[src/rtl/core/fic_pkg.sv]
`timescale 1ns / 1ps
// ----------------------------------------------------------------------------
// fic_pkg
// Shared constants and types of the framed int8 convolver.
// ----------------------------------------------------------------------------
package fic_pkg;

  localparam int unsigned MaxSum      = 64;
  localparam int unsigned HeaderBytes = 3;
  localparam int unsigned StoreDepth  = 64;
  localparam int unsigned AddrW       = $clog2(StoreDepth);
  localparam int unsigned MaxTotal    = HeaderBytes + MaxSum;

  typedef enum logic [1:0] {
    StIdle,
    StCheck,
    StRun,
    StDrain
  } cnv_state_e;

endpackage

[src/rtl/core/framed_int8_convolver.sv]
`timescale 1ns / 1ps
// ----------------------------------------------------------------------------
// framed_int8_convolver
// Collects a length-prefixed frame of int8 samples and kernel taps in two
// synchronous RAMs, then computes the full linear convolution with a single
// multiply-accumulate unit, emitting one wrapped 8-bit result per output.
// ----------------------------------------------------------------------------
// Frame bytes are taken while busy is low; a bad total byte yields its error
// result on the next cycle. After the closing byte the header is checked in
// StCheck, then every product term (len_x*len_h in all) passes through the
// RAM read, multiply and accumulate registers; busy stays high until the last result.
// The receiver cannot stall; results are one-cycle strobes.
// Reset clears the control state and counters; the RAMs are not cleared.

module framed_int8_convolver (
  input  logic              clk_i,
  input  logic              rst_ni,
  input  logic              start_i,
  input  logic [7:0]        rx_byte_i,
  output logic              busy_o,
  output logic              result_valid_o,
  output logic signed [7:0] result_value_o,
  output logic              last_o,
  output logic              error_o
);

  localparam int unsigned AW = fic_pkg::AddrW;

  fic_pkg::cnv_state_e state_q, state_d;

  logic [6:0] byte_count_q, byte_count_d;
  logic [6:0] frame_total_q, frame_total_d;
  logic [6:0] first_q, first_d;
  logic [6:0] second_q, second_d;

  logic [AW-1:0] n_q, n_d;
  logic [AW-1:0] k_q, k_d;

  logic [7:0] sig_mem [fic_pkg::StoreDepth];
  logic [7:0] ker_mem [fic_pkg::StoreDepth];

  logic          sig_we, ker_we;
  logic [AW-1:0] sig_waddr, ker_waddr;
  logic          rd_en;
  logic [AW-1:0] sig_raddr, ker_raddr;
  logic [7:0]    sig_rdata_q, ker_rdata_q;

  logic valid1_q, last_k1_q, last_n1_q;
  logic valid2_q, last_k2_q, last_n2_q;
  logic signed [15:0] prod;
  logic [7:0] prod_q;
  logic [7:0] acc_q;
  logic [7:0] acc_sum;

  logic       accept;
  logic [7:0] sat_b;
  logic [6:0] pos, hp;
  logic       hdr_err;
  logic [7:0] len_sum;
  logic       frame_ok;
  logic [AW-1:0] k_hi, k_lo_next;
  logic [6:0]    n_next;
  logic          last_k, last_n;

  logic result_valid_q, last_q, error_q;
  logic [7:0] result_value_q;
  logic emit_err;

  assign accept = start_i && !busy_o;
  assign busy_o = (state_q != fic_pkg::StIdle);

  assign sat_b   = (rx_byte_i > 8'd127) ? 8'd127 : rx_byte_i;
  assign pos     = byte_count_q - 7'(fic_pkg::HeaderBytes);
  assign hp      = pos - first_q;
  assign hdr_err = (rx_byte_i == 8'd0) || (rx_byte_i > 8'(fic_pkg::MaxTotal));

  assign len_sum  = {1'b0, first_q} + {1'b0, second_q};
  assign frame_ok = (first_q != 7'd0) && (second_q != 7'd0) &&
                    (len_sum <= 8'(fic_pkg::MaxSum)) &&
                    ({1'b0, frame_total_q} == len_sum + 8'(fic_pkg::HeaderBytes));

  assign k_hi      = ({1'b0, n_q} < first_q) ? n_q : AW'(first_q - 7'd1);
  assign n_next    = {1'b0, n_q} + 7'd1;
  assign k_lo_next = (n_next >= second_q) ? AW'(n_next - second_q + 7'd1) : '0;
  assign last_k    = (k_q == k_hi);
  assign last_n    = ({2'b0, n_q} == len_sum - 8'd2);

  always_comb begin
    state_d       = state_q;
    byte_count_d  = byte_count_q;
    frame_total_d = frame_total_q;
    first_d       = first_q;
    second_d      = second_q;
    n_d           = n_q;
    k_d           = k_q;
    sig_we        = 1'b0;
    ker_we        = 1'b0;
    sig_waddr     = pos[AW-1:0];
    ker_waddr     = hp[AW-1:0];
    rd_en         = 1'b0;
    sig_raddr     = k_q;
    ker_raddr     = n_q - k_q;
    emit_err      = 1'b0;
    unique case (state_q)
      fic_pkg::StIdle: begin
        if (accept) begin
          byte_count_d = byte_count_q + 7'd1;
          priority if (byte_count_q == 7'd0) begin
            first_d       = '0;
            second_d      = '0;
            frame_total_d = sat_b[6:0];
          end else if (byte_count_q == 7'd1) begin
            first_d = sat_b[6:0];
          end else if (byte_count_q == 7'd2) begin
            second_d = sat_b[6:0];
          end else if (pos < first_q) begin
            sig_we = 1'b1;
          end else if (hp < second_q) begin
            ker_we = 1'b1;
          end
          if (byte_count_q == 7'd0 && hdr_err) begin
            emit_err     = 1'b1;
            byte_count_d = '0;
          end else if (byte_count_d == frame_total_d) begin
            byte_count_d = '0;
            state_d      = fic_pkg::StCheck;
          end
        end
      end
      fic_pkg::StCheck: begin
        n_d = '0;
        k_d = '0;
        if (frame_ok) begin
          state_d = fic_pkg::StRun;
        end else begin
          emit_err = 1'b1;
          state_d  = fic_pkg::StIdle;
        end
      end
      fic_pkg::StRun: begin
        rd_en = 1'b1;
        if (!last_k) begin
          k_d = k_q + AW'(1);
        end else if (last_n) begin
          state_d = fic_pkg::StDrain;
        end else begin
          n_d = n_next[AW-1:0];
          k_d = k_lo_next;
        end
      end
      fic_pkg::StDrain: begin
        if (valid2_q && last_k2_q && last_n2_q) begin
          state_d = fic_pkg::StIdle;
        end
      end
      default: state_d = fic_pkg::StIdle;
    endcase
  end

  always_ff @(posedge clk_i or negedge rst_ni) begin
    if (!rst_ni) begin
      state_q       <= fic_pkg::StIdle;
      byte_count_q  <= '0;
      frame_total_q <= '0;
      first_q       <= '0;
      second_q      <= '0;
      n_q           <= '0;
      k_q           <= '0;
    end else begin
      state_q       <= state_d;
      byte_count_q  <= byte_count_d;
      frame_total_q <= frame_total_d;
      first_q       <= first_d;
      second_q      <= second_d;
      n_q           <= n_d;
      k_q           <= k_d;
    end
  end

  // sample and tap RAMs with registered read data
  always_ff @(posedge clk_i) begin
    if (sig_we) begin
      sig_mem[sig_waddr] <= rx_byte_i;
    end
    if (rd_en) begin
      sig_rdata_q <= sig_mem[sig_raddr];
    end
  end

  always_ff @(posedge clk_i) begin
    if (ker_we) begin
      ker_mem[ker_waddr] <= rx_byte_i;
    end
    if (rd_en) begin
      ker_rdata_q <= ker_mem[ker_raddr];
    end
  end

  // MAC pipeline: read, multiply, accumulate
  assign prod    = $signed(sig_rdata_q) * $signed(ker_rdata_q);
  assign acc_sum = acc_q + prod_q;

  always_ff @(posedge clk_i or negedge rst_ni) begin
    if (!rst_ni) begin
      valid1_q <= 1'b0;
      valid2_q <= 1'b0;
      acc_q    <= '0;
    end else begin
      valid1_q <= rd_en;
      valid2_q <= valid1_q;
      if (valid2_q) begin
        acc_q <= last_k2_q ? 8'd0 : acc_sum;
      end
    end
  end

  always_ff @(posedge clk_i) begin
    last_k1_q <= last_k;
    last_n1_q <= last_n;
    last_k2_q <= last_k1_q;
    last_n2_q <= last_n1_q;
    prod_q    <= prod[7:0];
  end

  always_ff @(posedge clk_i or negedge rst_ni) begin
    if (!rst_ni) begin
      result_valid_q <= 1'b0;
      result_value_q <= '0;
      last_q         <= 1'b0;
      error_q        <= 1'b0;
    end else begin
      result_valid_q <= 1'b0;
      priority if (emit_err) begin
        result_valid_q <= 1'b1;
        result_value_q <= '0;
        last_q         <= 1'b1;
        error_q        <= 1'b1;
      end else if (valid2_q && last_k2_q) begin
        result_valid_q <= 1'b1;
        result_value_q <= acc_sum;
        last_q         <= last_n2_q;
        error_q        <= 1'b0;
      end
    end
  end

  assign result_valid_o = result_valid_q;
  assign result_value_o = $signed(result_value_q);
  assign last_o         = last_q;
  assign error_o        = error_q;

  a_err_is_last: assert property (@(posedge clk_i) disable iff (!rst_ni)
    result_valid_o && error_o |-> last_o && (result_value_o == 8'sd0))
    else $error("error result not final or nonzero");

  a_mac_busy: assert property (@(posedge clk_i) disable iff (!rst_ni)
    valid2_q |-> (state_q == fic_pkg::StRun) || (state_q == fic_pkg::StDrain))
    else $error("MAC pipeline active outside a run");

  a_no_write_in_run: assert property (@(posedge clk_i) disable iff (!rst_ni)
    (sig_we || ker_we) |-> (state_q == fic_pkg::StIdle))
    else $error("RAM write while convolving");

  a_last_frees: assert property (@(posedge clk_i) disable iff (!rst_ni)
    result_valid_o && last_o |-> !busy_o)
    else $error("busy after final result");

  a_run_reads: assert property (@(posedge clk_i) disable iff (!rst_ni)
    (state_q == fic_pkg::StRun) |=> valid1_q)
    else $error("run cycle issued no read");

endmodule

[config.mk]
export PLATFORM = sky130hd
export DESIGN_NAME = framed_int8_convolver
export DESIGN_NICKNAME = d
export VERILOG_FILES = /design/src/rtl/core/fic_pkg.sv /design/src/rtl/core/framed_int8_convolver.sv
export SDC_FILE = /design/constraint.sdc
export NUM_CORES = 1
export LEC_CHECK = 0
export BUFFER_PORTS_ARGS = -buffer_cell sky130_fd_sc_hd__buf_2
export CORE_ASPECT_RATIO = 1.5
export CORE_MARGIN = 5
export CORE_UTILIZATION = 56
export CTS_BUF_LIST = sky130_fd_sc_hd__clkbuf_8
export CTS_CLUSTER_DIAMETER = 60
export CTS_CLUSTER_SIZE = 16
export DETAILED_ROUTE_END_ITERATION = 8
export PLACE_DENSITY = 0.74
export SLEW_MARGIN = 20
export SYNTH_ARGS = -nofsm -noshare
export SYNTH_HDL_FRONTEND = slang
export SYNTH_SLANG_ARGS = --single-unit
export TNS_END_PERCENT = 1
[constraint.sdc]
create_clock -name clk_i -period 4.6 [get_ports clk_i]
set_clock_uncertainty 0.1 [all_clocks]
set_input_delay 1.15 -clock clk_i [delete_from_list [all_inputs] [get_ports clk_i]]
set_output_delay 1.15 -clock clk_i [all_outputs]
set_load 0.005 [all_outputs]
==> results of run 1 <==
## layout make-up
cell class | count | share of cell area [%]
flip-flops and latches | 1115 | 65.14
multi-input cells | 1138 | 25.69
repair buffers | 217 | 3.338
well taps | 1113 | 2.744
clock buffers | 81 | 2.197
inverters | 75 | 0.5547
clock inverters | 29 | 0.3304
diodes | 1 | 0.004931
## registers in the layout (all words and copies together), names as in the netlist, 6 cells and up, named ones only
register and count:
byte_count_q 7, ker_rdata_q 8, result_value_o 8, frame_total_q 7, k_q 6, ker_mem 512, sig_rdata_q 8, prod_q 8
acc_q 8, second_q 7, sig_mem 512, first_q 7, n_q 6
## what timing repair did
| item | in CTS | in global routing |
|---|---|---|
| buffers inserted | 0 | 2 |
| resized for setup | 0 | 9 |
| endpoints found under the setup margin | 0 | 512 |
## logic make-up (layout without fill, tap and decap cells)
kind of cell / Yosys count / count (layout) / synth area share, %
simple gates: 440 / 440 / 4.469
xor+xnor: 82 / 82 / 1.567
fa+ha+maj: 100 / 100 / 2.969
flops: 1115 / 1115 / 70.76
buf+inv: 176 / 402 / 1.487
compound gates: 164 / 164 / 2.393
mux: 352 / 352 / 16.35
other cells: 0 / 1 / 0
## critical path, stage by stage (launching register included)
cell and delay [ns]:
dfrtp_2 0.48, buf_4 0.18, a2111oi_2 0.40, xnor2_1 0.27, inv_2 0.13, ha_1 0.33
a21boi_0 0.14, or2_2 0.33, inv_1 0.08, ha_1 0.22, o21ai_0 0.07, nand2b_1 0.08
a211oi_2 0.25, buf_4 0.19, nand4b_1 0.22, buf_4 0.25, nor2_1 0.15, buf_4 0.20
## how the worst max path moves through the flow
| stage | cells past startpoint | from | endpoint |
|---|---|---|---|
| 5_1_grt | 19 | byte_count_q[0] | ker_mem[19][1] |
| 6_report | 17 | byte_count_q[0] | ker_mem[51][3] |
| 3_3_place_gp | 17 | byte_count_q[0] | ker_mem[3][7] |
| 3_5_place_dp | 17 | byte_count_q[0] | ker_mem[51][3] |
| 4_1_cts | 17 | byte_count_q[0] | ker_mem[51][3] |
| 2_1_floorplan | 17 | byte_count_q[0] | ker_mem[25][0] |
## cells in the mapped netlist, types with 3 or more instances
library cell  count
clkbuf_1         62
a211o_1           4
buf_1            22
a21oi_1          44
a211oi_1          9
nor2b_1          19
nand4b_1          5
o22ai_1           8
and2_1           30
inv_1            74
nand3_1          34
dfrtp_1          63
o221ai_1          3
o21bai_1          3
mux4_2          328
nor3_1           15
nand4_1          10
xor2_1           25
fa_1             18
buf_2            15
o21ai_0          39
or2_2             5
a21o_1           14
mux2_2            8
mux2i_1          16
a22o_1            6
nand2b_1         11
a211oi_2          4
nor4_1            3
nand2_1          82
or3_1             3
dfxtp_1          12
and3_1           12
nor3b_1           5
nor4b_1           4
o21a_1            4
edfxtp_1       1040
xnor2_1          56
nor2_1          190
ha_1             82
## placed cells by master, fill, tap and decap left out, types with 4 or more instances in the layout
master       n
a211o_1      4
a211oi_1     9
a211oi_2     4
a21o_1      14
a21oi_1     44
a22o_1       6
and2_1      30
and3_1      12
buf_12       8
buf_2       14
buf_4      195
clkbuf_8    81
dfrtp_1     59
dfxtp_1     12
edfxtp_1  1040
fa_1        17
ha_1        80
inv_1       91
mux2_2       8
mux2i_1     16
mux4_2     328
nand2_1     82
nand2b_1    11
nand3_1     34
nand4_1     10
nand4b_1     5
nor2_1     190
nor2b_1     19
nor3_1      14
nor3b_1      5
nor4b_1      4
o21a_1       4
o21ai_0     37
o22ai_1      8
or2_2        5
xnor2_1     54
xor2_1      24
## through the flow
stage          utilization [%]  hold slack (ns)  instances  setup WS (ns)
6_report                 61.41           0.2366       3769         0.2533
5_1_grt                  61.41           0.2447       3769        0.04887
4_1_cts                  61.36           0.2407       3766        0.06643
3_5_place_dp             59.80           0.2153       3656        0.08510
3_3_place_gp             59.80           0.2115       3656         0.2366
2_1_floorplan                -           0.2096       2429         0.1233
## layer usage
metal,up-vias,routed length [um],GRT usage (%)
met5,-,0,0
met4,0,5257,10.87
met3,229,5863,2.589
met2,1005,59310,45.00
met1,12250,38400,30.31
li1,10070,-,-
## power breakdown
part / total [uW] / leakage [uW] / internal, uW / switching (uW)
Clock: 4690 / 0.000715 / 1650 / 3050
Sequential: 11600 / 0.0103 / 11400 / 213
Combinational: 6360 / 0.00560 / 2480 / 3880
==> impl_results.md, run 1 <==
* Root Buffer: clkbuf_8
* Ys flop type: edfxtp_1
* Slew headroom at roughly a third
* Final max-slew violation count at 0
* RSZ-0062 raised after global routing: false
* Synth Warn # at 0
* First-pass GRT wire length at about 160000 um
* Critical path launch point type: flop
* Worst hold start: last_k1_q
* Worst EP required at 4.96 ns
* Setup slack, reg-to-reg at 0.25 ns
* Core box area at roughly 0.083 mm2
* Hold Vio Cnt, Final at 0
* Post-Syn Nets at 2540
* Drt drc at 0
* H-tree levels at 3
* Max-cap check violation count at 0
* Clock tree sinks at roughly 1100
* Overall power at 22650 uW
* Synth Register Bits at 1115
* Area fraction of the dominant cell type after synthesis at 66.87%
* Seq. cell area at 0.03306 mm2
* Final Cell Area at ~0.05 mm2
* Final TNS setup at 0 ns
* Antenna violations before repair at 1
* RR Endpoint: ker_mem[51][3]
* Hpwl dp at 71620 um
* Hold Crit Class: flop to flop
* Synth Area per Inst at 19.23 um2
* Drt wl/cell at 28.87 um
* Hold-fix buffers at CTS at 0
* Initial DRC count at between 2000 and 2500
* Worst-path fanout max at 8
* Worst-skew pair later-pin latency at ~0.73 ns
* Hold EP: last_k2_q
* Port bufs at 22
* Initial Utilization at 56.51%
* CTS tree: yes
* CP arrival at about 4.7 ns
* Pleak at 0.01658 uW
* Placed Area at 0.04942 mm2
* Area growth, synth to finish at 8.664%
* Total track usage at between 20% and 30%
* Ranking of synthesized cells by area: edfxtp_1 67%, mux4_2 16%, dfrtp_1 3.4%
* Sequential-to-total area share from yosys stat at between 70% and 80%
* ANT nets after route at 0
* F_max at 0.2301 GHz
* Total number of vias at 23560
* Clock transition at path regs at approximately 0.11 ns
* Vias per cell at 6.250
* FFs w/ async S/R, synth at about 5.7%
* Yosys top cell by area: edfxtp_1
* Routed WL at ~110000 um
* Vias in the first global route at ~25000
* Maximum vdd ir drop at between 0.3 and 0.4 mV
* Status: complete, no violations
* Post-synthesis cell type count at 75
* Cells after synthesis at around 2400
* Die Area at approximately 0.089 mm2
* Final nets at roughly 2700
* GR Overflow Total at 0
* Mapped Area at 0.04670 mm2
* CTS buffer count at 81
* Reg-to-reg startpoint: byte_count_q[0]
* Period utilization at between 90 and 100%
* EDFF count, synth at 1040
* # setup viols final at 0
* # IOs at 23
* R2r worst-path depth at 17
* Multi-input combinational cell area at 0.01304 mm2
* Min Clock Period, post-route at 4.347 ns
* Clk buf depth at 3
* Cell Pwr Density at 446.3 mW/mm2
* Hold depth at 0
* Die H at roughly 360 um
* Largest net degree at the start of global routing at 137
* Layout cells sized above 1 at 25.57%
* CP Capture Type: flop
* Cell Rows at 129
* Actual slew at the worst max-slew pin at 1.029 ns
* DRT Pass-1 Iters at 5
* Die width at 245.8 um
* Fillers at 5796
* Final RePlAce weighted congestion at 0.8765
* Critical path class: flop to flop
Power figures use the tool's default switching activity.
==> run 2: changes to the inputs <==
--- a/config.mk
+++ b/config.mk
@@ -13,7 +13,8 @@
 export CTS_CLUSTER_DIAMETER = 60
 export CTS_CLUSTER_SIZE = 16
 export DETAILED_ROUTE_END_ITERATION = 8
-export PLACE_DENSITY = 0.74
+export MAX_ROUTING_LAYER = met4
+export PLACE_DENSITY = 0.72
 export SLEW_MARGIN = 20
 export SYNTH_ARGS = -nofsm -noshare
 export SYNTH_HDL_FRONTEND = slang
==> constraint.sdc (replaced) <==
create_clock -name clk_i -period 4.8 [get_ports clk_i]
set_clock_uncertainty 0.1 [all_clocks]
set_input_delay 1.2 -clock clk_i [delete_from_list [all_inputs] [get_ports clk_i]]
set_output_delay 1.2 -clock clk_i [all_outputs]
set_load 0.005 [all_outputs]
==> run 2 against run 1 <==
Cell area fell by 0.32%. Total power fell by 3.3%. Global-route usage rose by 0.55 points. Largest power group unchanged. Highest routed layer unchanged. Critical endpoint is now ker_mem[3][2].
==> impl_results.md, run 2 (synthesis gave the netlist of run 1 again) <==
* Vias in the first global route at 24220 (was 24730)
* Root Buffer: clkbuf_8 (unchanged)
* Initial Utilization at 56.51% (unchanged)
* # setup viols final at 0 (unchanged)
* Vias per cell at 6.244 (was 6.250)
* Core box area at 0.08264 mm2 (unchanged)
* Most common library cell in the layout ignoring fill and taps: edfxtp_1 (unchanged)
* First-pass GRT wire length at 161400 um (was 163100 um)
* Seq. cell area at 0.03305 mm2 (was 0.03306 mm2)
* Worst path max stage delay at 0.47 ns (was 0.48 ns)
* Clock tree sinks at 1115 (unchanged)
* Critical path class: flop to flop (unchanged)
* Maximum vdd ir drop at 0.4384 mV (was 0.3121 mV)
* Die width at 245.8 um (unchanged)
* Drt wl/cell at 29.11 um (was 28.87 um)
* Worst-skew pair later-pin latency at 0.76 ns (was 0.73 ns)
* Die H at 363.7 um (unchanged)
* Final max-slew violation count at 0 (unchanged)
* Final Cell Area at 0.05058 mm2 (was 0.05075 mm2)
* Worst EP required at 5.09 ns (was 4.96 ns)
* F_max at 0.2219 GHz (was 0.2301 GHz)
* Placed Area at 0.04912 mm2 (was 0.04942 mm2)
* Total number of vias at 23290 (was 23560)
* Hold Vio Cnt, Final at 0 (unchanged)
* Multi-input combinational cell area at 0.01313 mm2 (was 0.01304 mm2)
* Most frequent cells in the layout: 1040 x edfxtp_1, 328 x mux4_2, 151 x nor2_1, 151 x buf_4, 90 x inv_1 (was 1040 x edfxtp_1, 328 x mux4_2, 195 x buf_4)
* Final TNS setup at 0 ns (unchanged)
* Critical-path top delay cell: dfrtp_1 (was dfrtp_2)
* Cell Pwr Density at 433.2 mW/mm2 (was 446.3 mW/mm2)
* Hold Crit Class: flop to flop (unchanged)
* Clock transition at path regs at 0.10 ns (was 0.11 ns)
* Slew headroom at 24.67% (was 31.40%)
* ANT nets after route at 0 (unchanged)
* # IOs at 23 (unchanged)
* Die Area at 0.08939 mm2 (unchanged)
* CTS tree: yes (unchanged)
* Initial DRC count at 2321 (was 2242)
* Final nets at 2696 (was 2739)
* Port bufs at 22 (unchanged)
* Actual slew at the worst max-slew pin at 1.130 ns (was 1.029 ns)
* DRT Pass-1 Iters at 6 (was 5)
* Hpwl dp at 71680 um (was 71620 um)
* Period utilization at 93.87% (was 94.49%)
* GR Overflow Total at 0 (unchanged)
* Max-cap check violation count at 0 (unchanged)
* Area growth, synth to finish at 8.313% (was 8.664%)
* Cells along the critical path: ha_1 -> xor2_1 -> inv_1 -> ha_1 -> o21ai_0 -> a21oi_1 -> o21ai_0 -> a21boi_0 -> or2_2 -> inv_1 -> ha_1 -> o21ai_0 -> nand2b_1 -> a211oi_4 -> nand4b_1 -> buf_4 -> nor2_2 (was buf_4 -> a2111oi_2 -> xnor2_1 -> inv_2 -> ha_1 -> a21boi_0 -> or2_2 -> inv_1 -> ha_1 -> o21ai_0 -> nand2b_1 -> a211oi_2 -> buf_4 -> nand4b_1 -> buf_4 -> nor2_1 -> buf_4)
* CTS buffer count at 82 (was 81)
* CP bufs+invs at 3 (was 6)
* Largest delay share family, worst path: compound AO/OA/AOI/OAI gates (was buffers and inverters)
* RSZ-0062 raised after global routing: false (unchanged)
* Final RePlAce weighted congestion at 0.9379 (was 0.8765)
* Cell Rows at 129 (unchanged)
* CP arrival at 4.80 ns (was 4.71 ns)
* Worst-path fanout max at 8 (unchanged)
* Status: complete, no violations (unchanged)
* Fillers at 5862 (was 5796)
* Critical Path Stages at 17 (unchanged)
* Routed WL at 108600 um (was 108800 um)
* Layout cells sized above 1 at 25.79% (was 25.57%)
* Drt drc at 0 (unchanged)
* R2r worst-path depth at 17 (unchanged)
* Hold depth at 0 (unchanged)
* H-tree levels at 3 (unchanged)
* Clk buf depth at 3 (unchanged)
* Pleak at 0.01637 uW (was 0.01658 uW)
* CP Capture Type: flop (unchanged)
* Min Clock Period, post-route at 4.506 ns (was 4.347 ns)
* Antenna violations before repair at 2 (was 1)
* Largest net degree at the start of global routing at 133 (was 137)
* Critical path launch point type: flop (unchanged)
* Total track usage at 25.33% (was 24.78%)
* Biggest regs: ker_mem: 512 flops, sig_mem: 512 flops (unchanged)
* Setup slack, reg-to-reg at 0.29 ns (was 0.25 ns)
==> run 2: per-layer routing <==
metal | global-route usage [%] | wire length [um] | up-vias
met3 | 2.669 | 5770 | 192
met5 | - | 0 | -
met1 | 30.24 | 38580 | 12210
met2 | 44.93 | 59810 | 895
li1 | - | - | 9990
met4 | 9.566 | 4410 | 0
==> run 2: cell type report <==
class | instances | area share, %
Timing Repair Buffer | 173 | 2.726
Tap cell | 1113 | 2.753
Antenna cell | 3 | 0.01484
Clock buffer | 83 | 2.258
Multi-Input combinational cell | 1138 | 25.96
Sequential cell | 1115 | 65.35
Clock inverter | 29 | 0.3883
Inverter | 75 | 0.5565
==> run 2: final timing paths <==
path,end,startpoint
max,ker_mem[3][2],byte_count_q[1]
min,last_k2_q,last_k1_q
max reg2reg,ker_mem[3][2],byte_count_q[1]
min reg2reg,last_k2_q,last_k1_q
max in group asynchronous,acc_q[0],rst_ni
min in group asynchronous,k_q[4],rst_ni
==> run 2: per-stage QoR <==
stage	std cells	setup slack [ns]	hold slack, ns	utilization, %	total power (uW)
after global placement	3614	0.2208	0.2134	59.44	17260
final	3729	0.2944	0.2348	61.21	21910
after global routing	3728	0.01979	0.2390	61.21	22960
after floorplan	2429	0.3233	0.2096	-	15360
after detailed placement	3614	0.009103	0.2121	59.44	17350
after CTS	3726	0.007191	0.2301	61.06	21850
==> run 2: timing repair <==
item / 4_1_cts / 5_1_grt
resized for setup: 0 / 42
setup buffers: 0 / 0
hold endpoints to repair: 0 / 0
endpoints found under the setup margin: 0 / 328
hold buffers: 0 / 0
==> run 2: power breakdown <==
part / internal (uW) / total (uW) / switching [uW]
logic: 2380 / 6210 / 3830
clock network: 1670 / 4590 / 2920
registers: 10900 / 11100 / 202
total: 15000 / 21900 / 6950
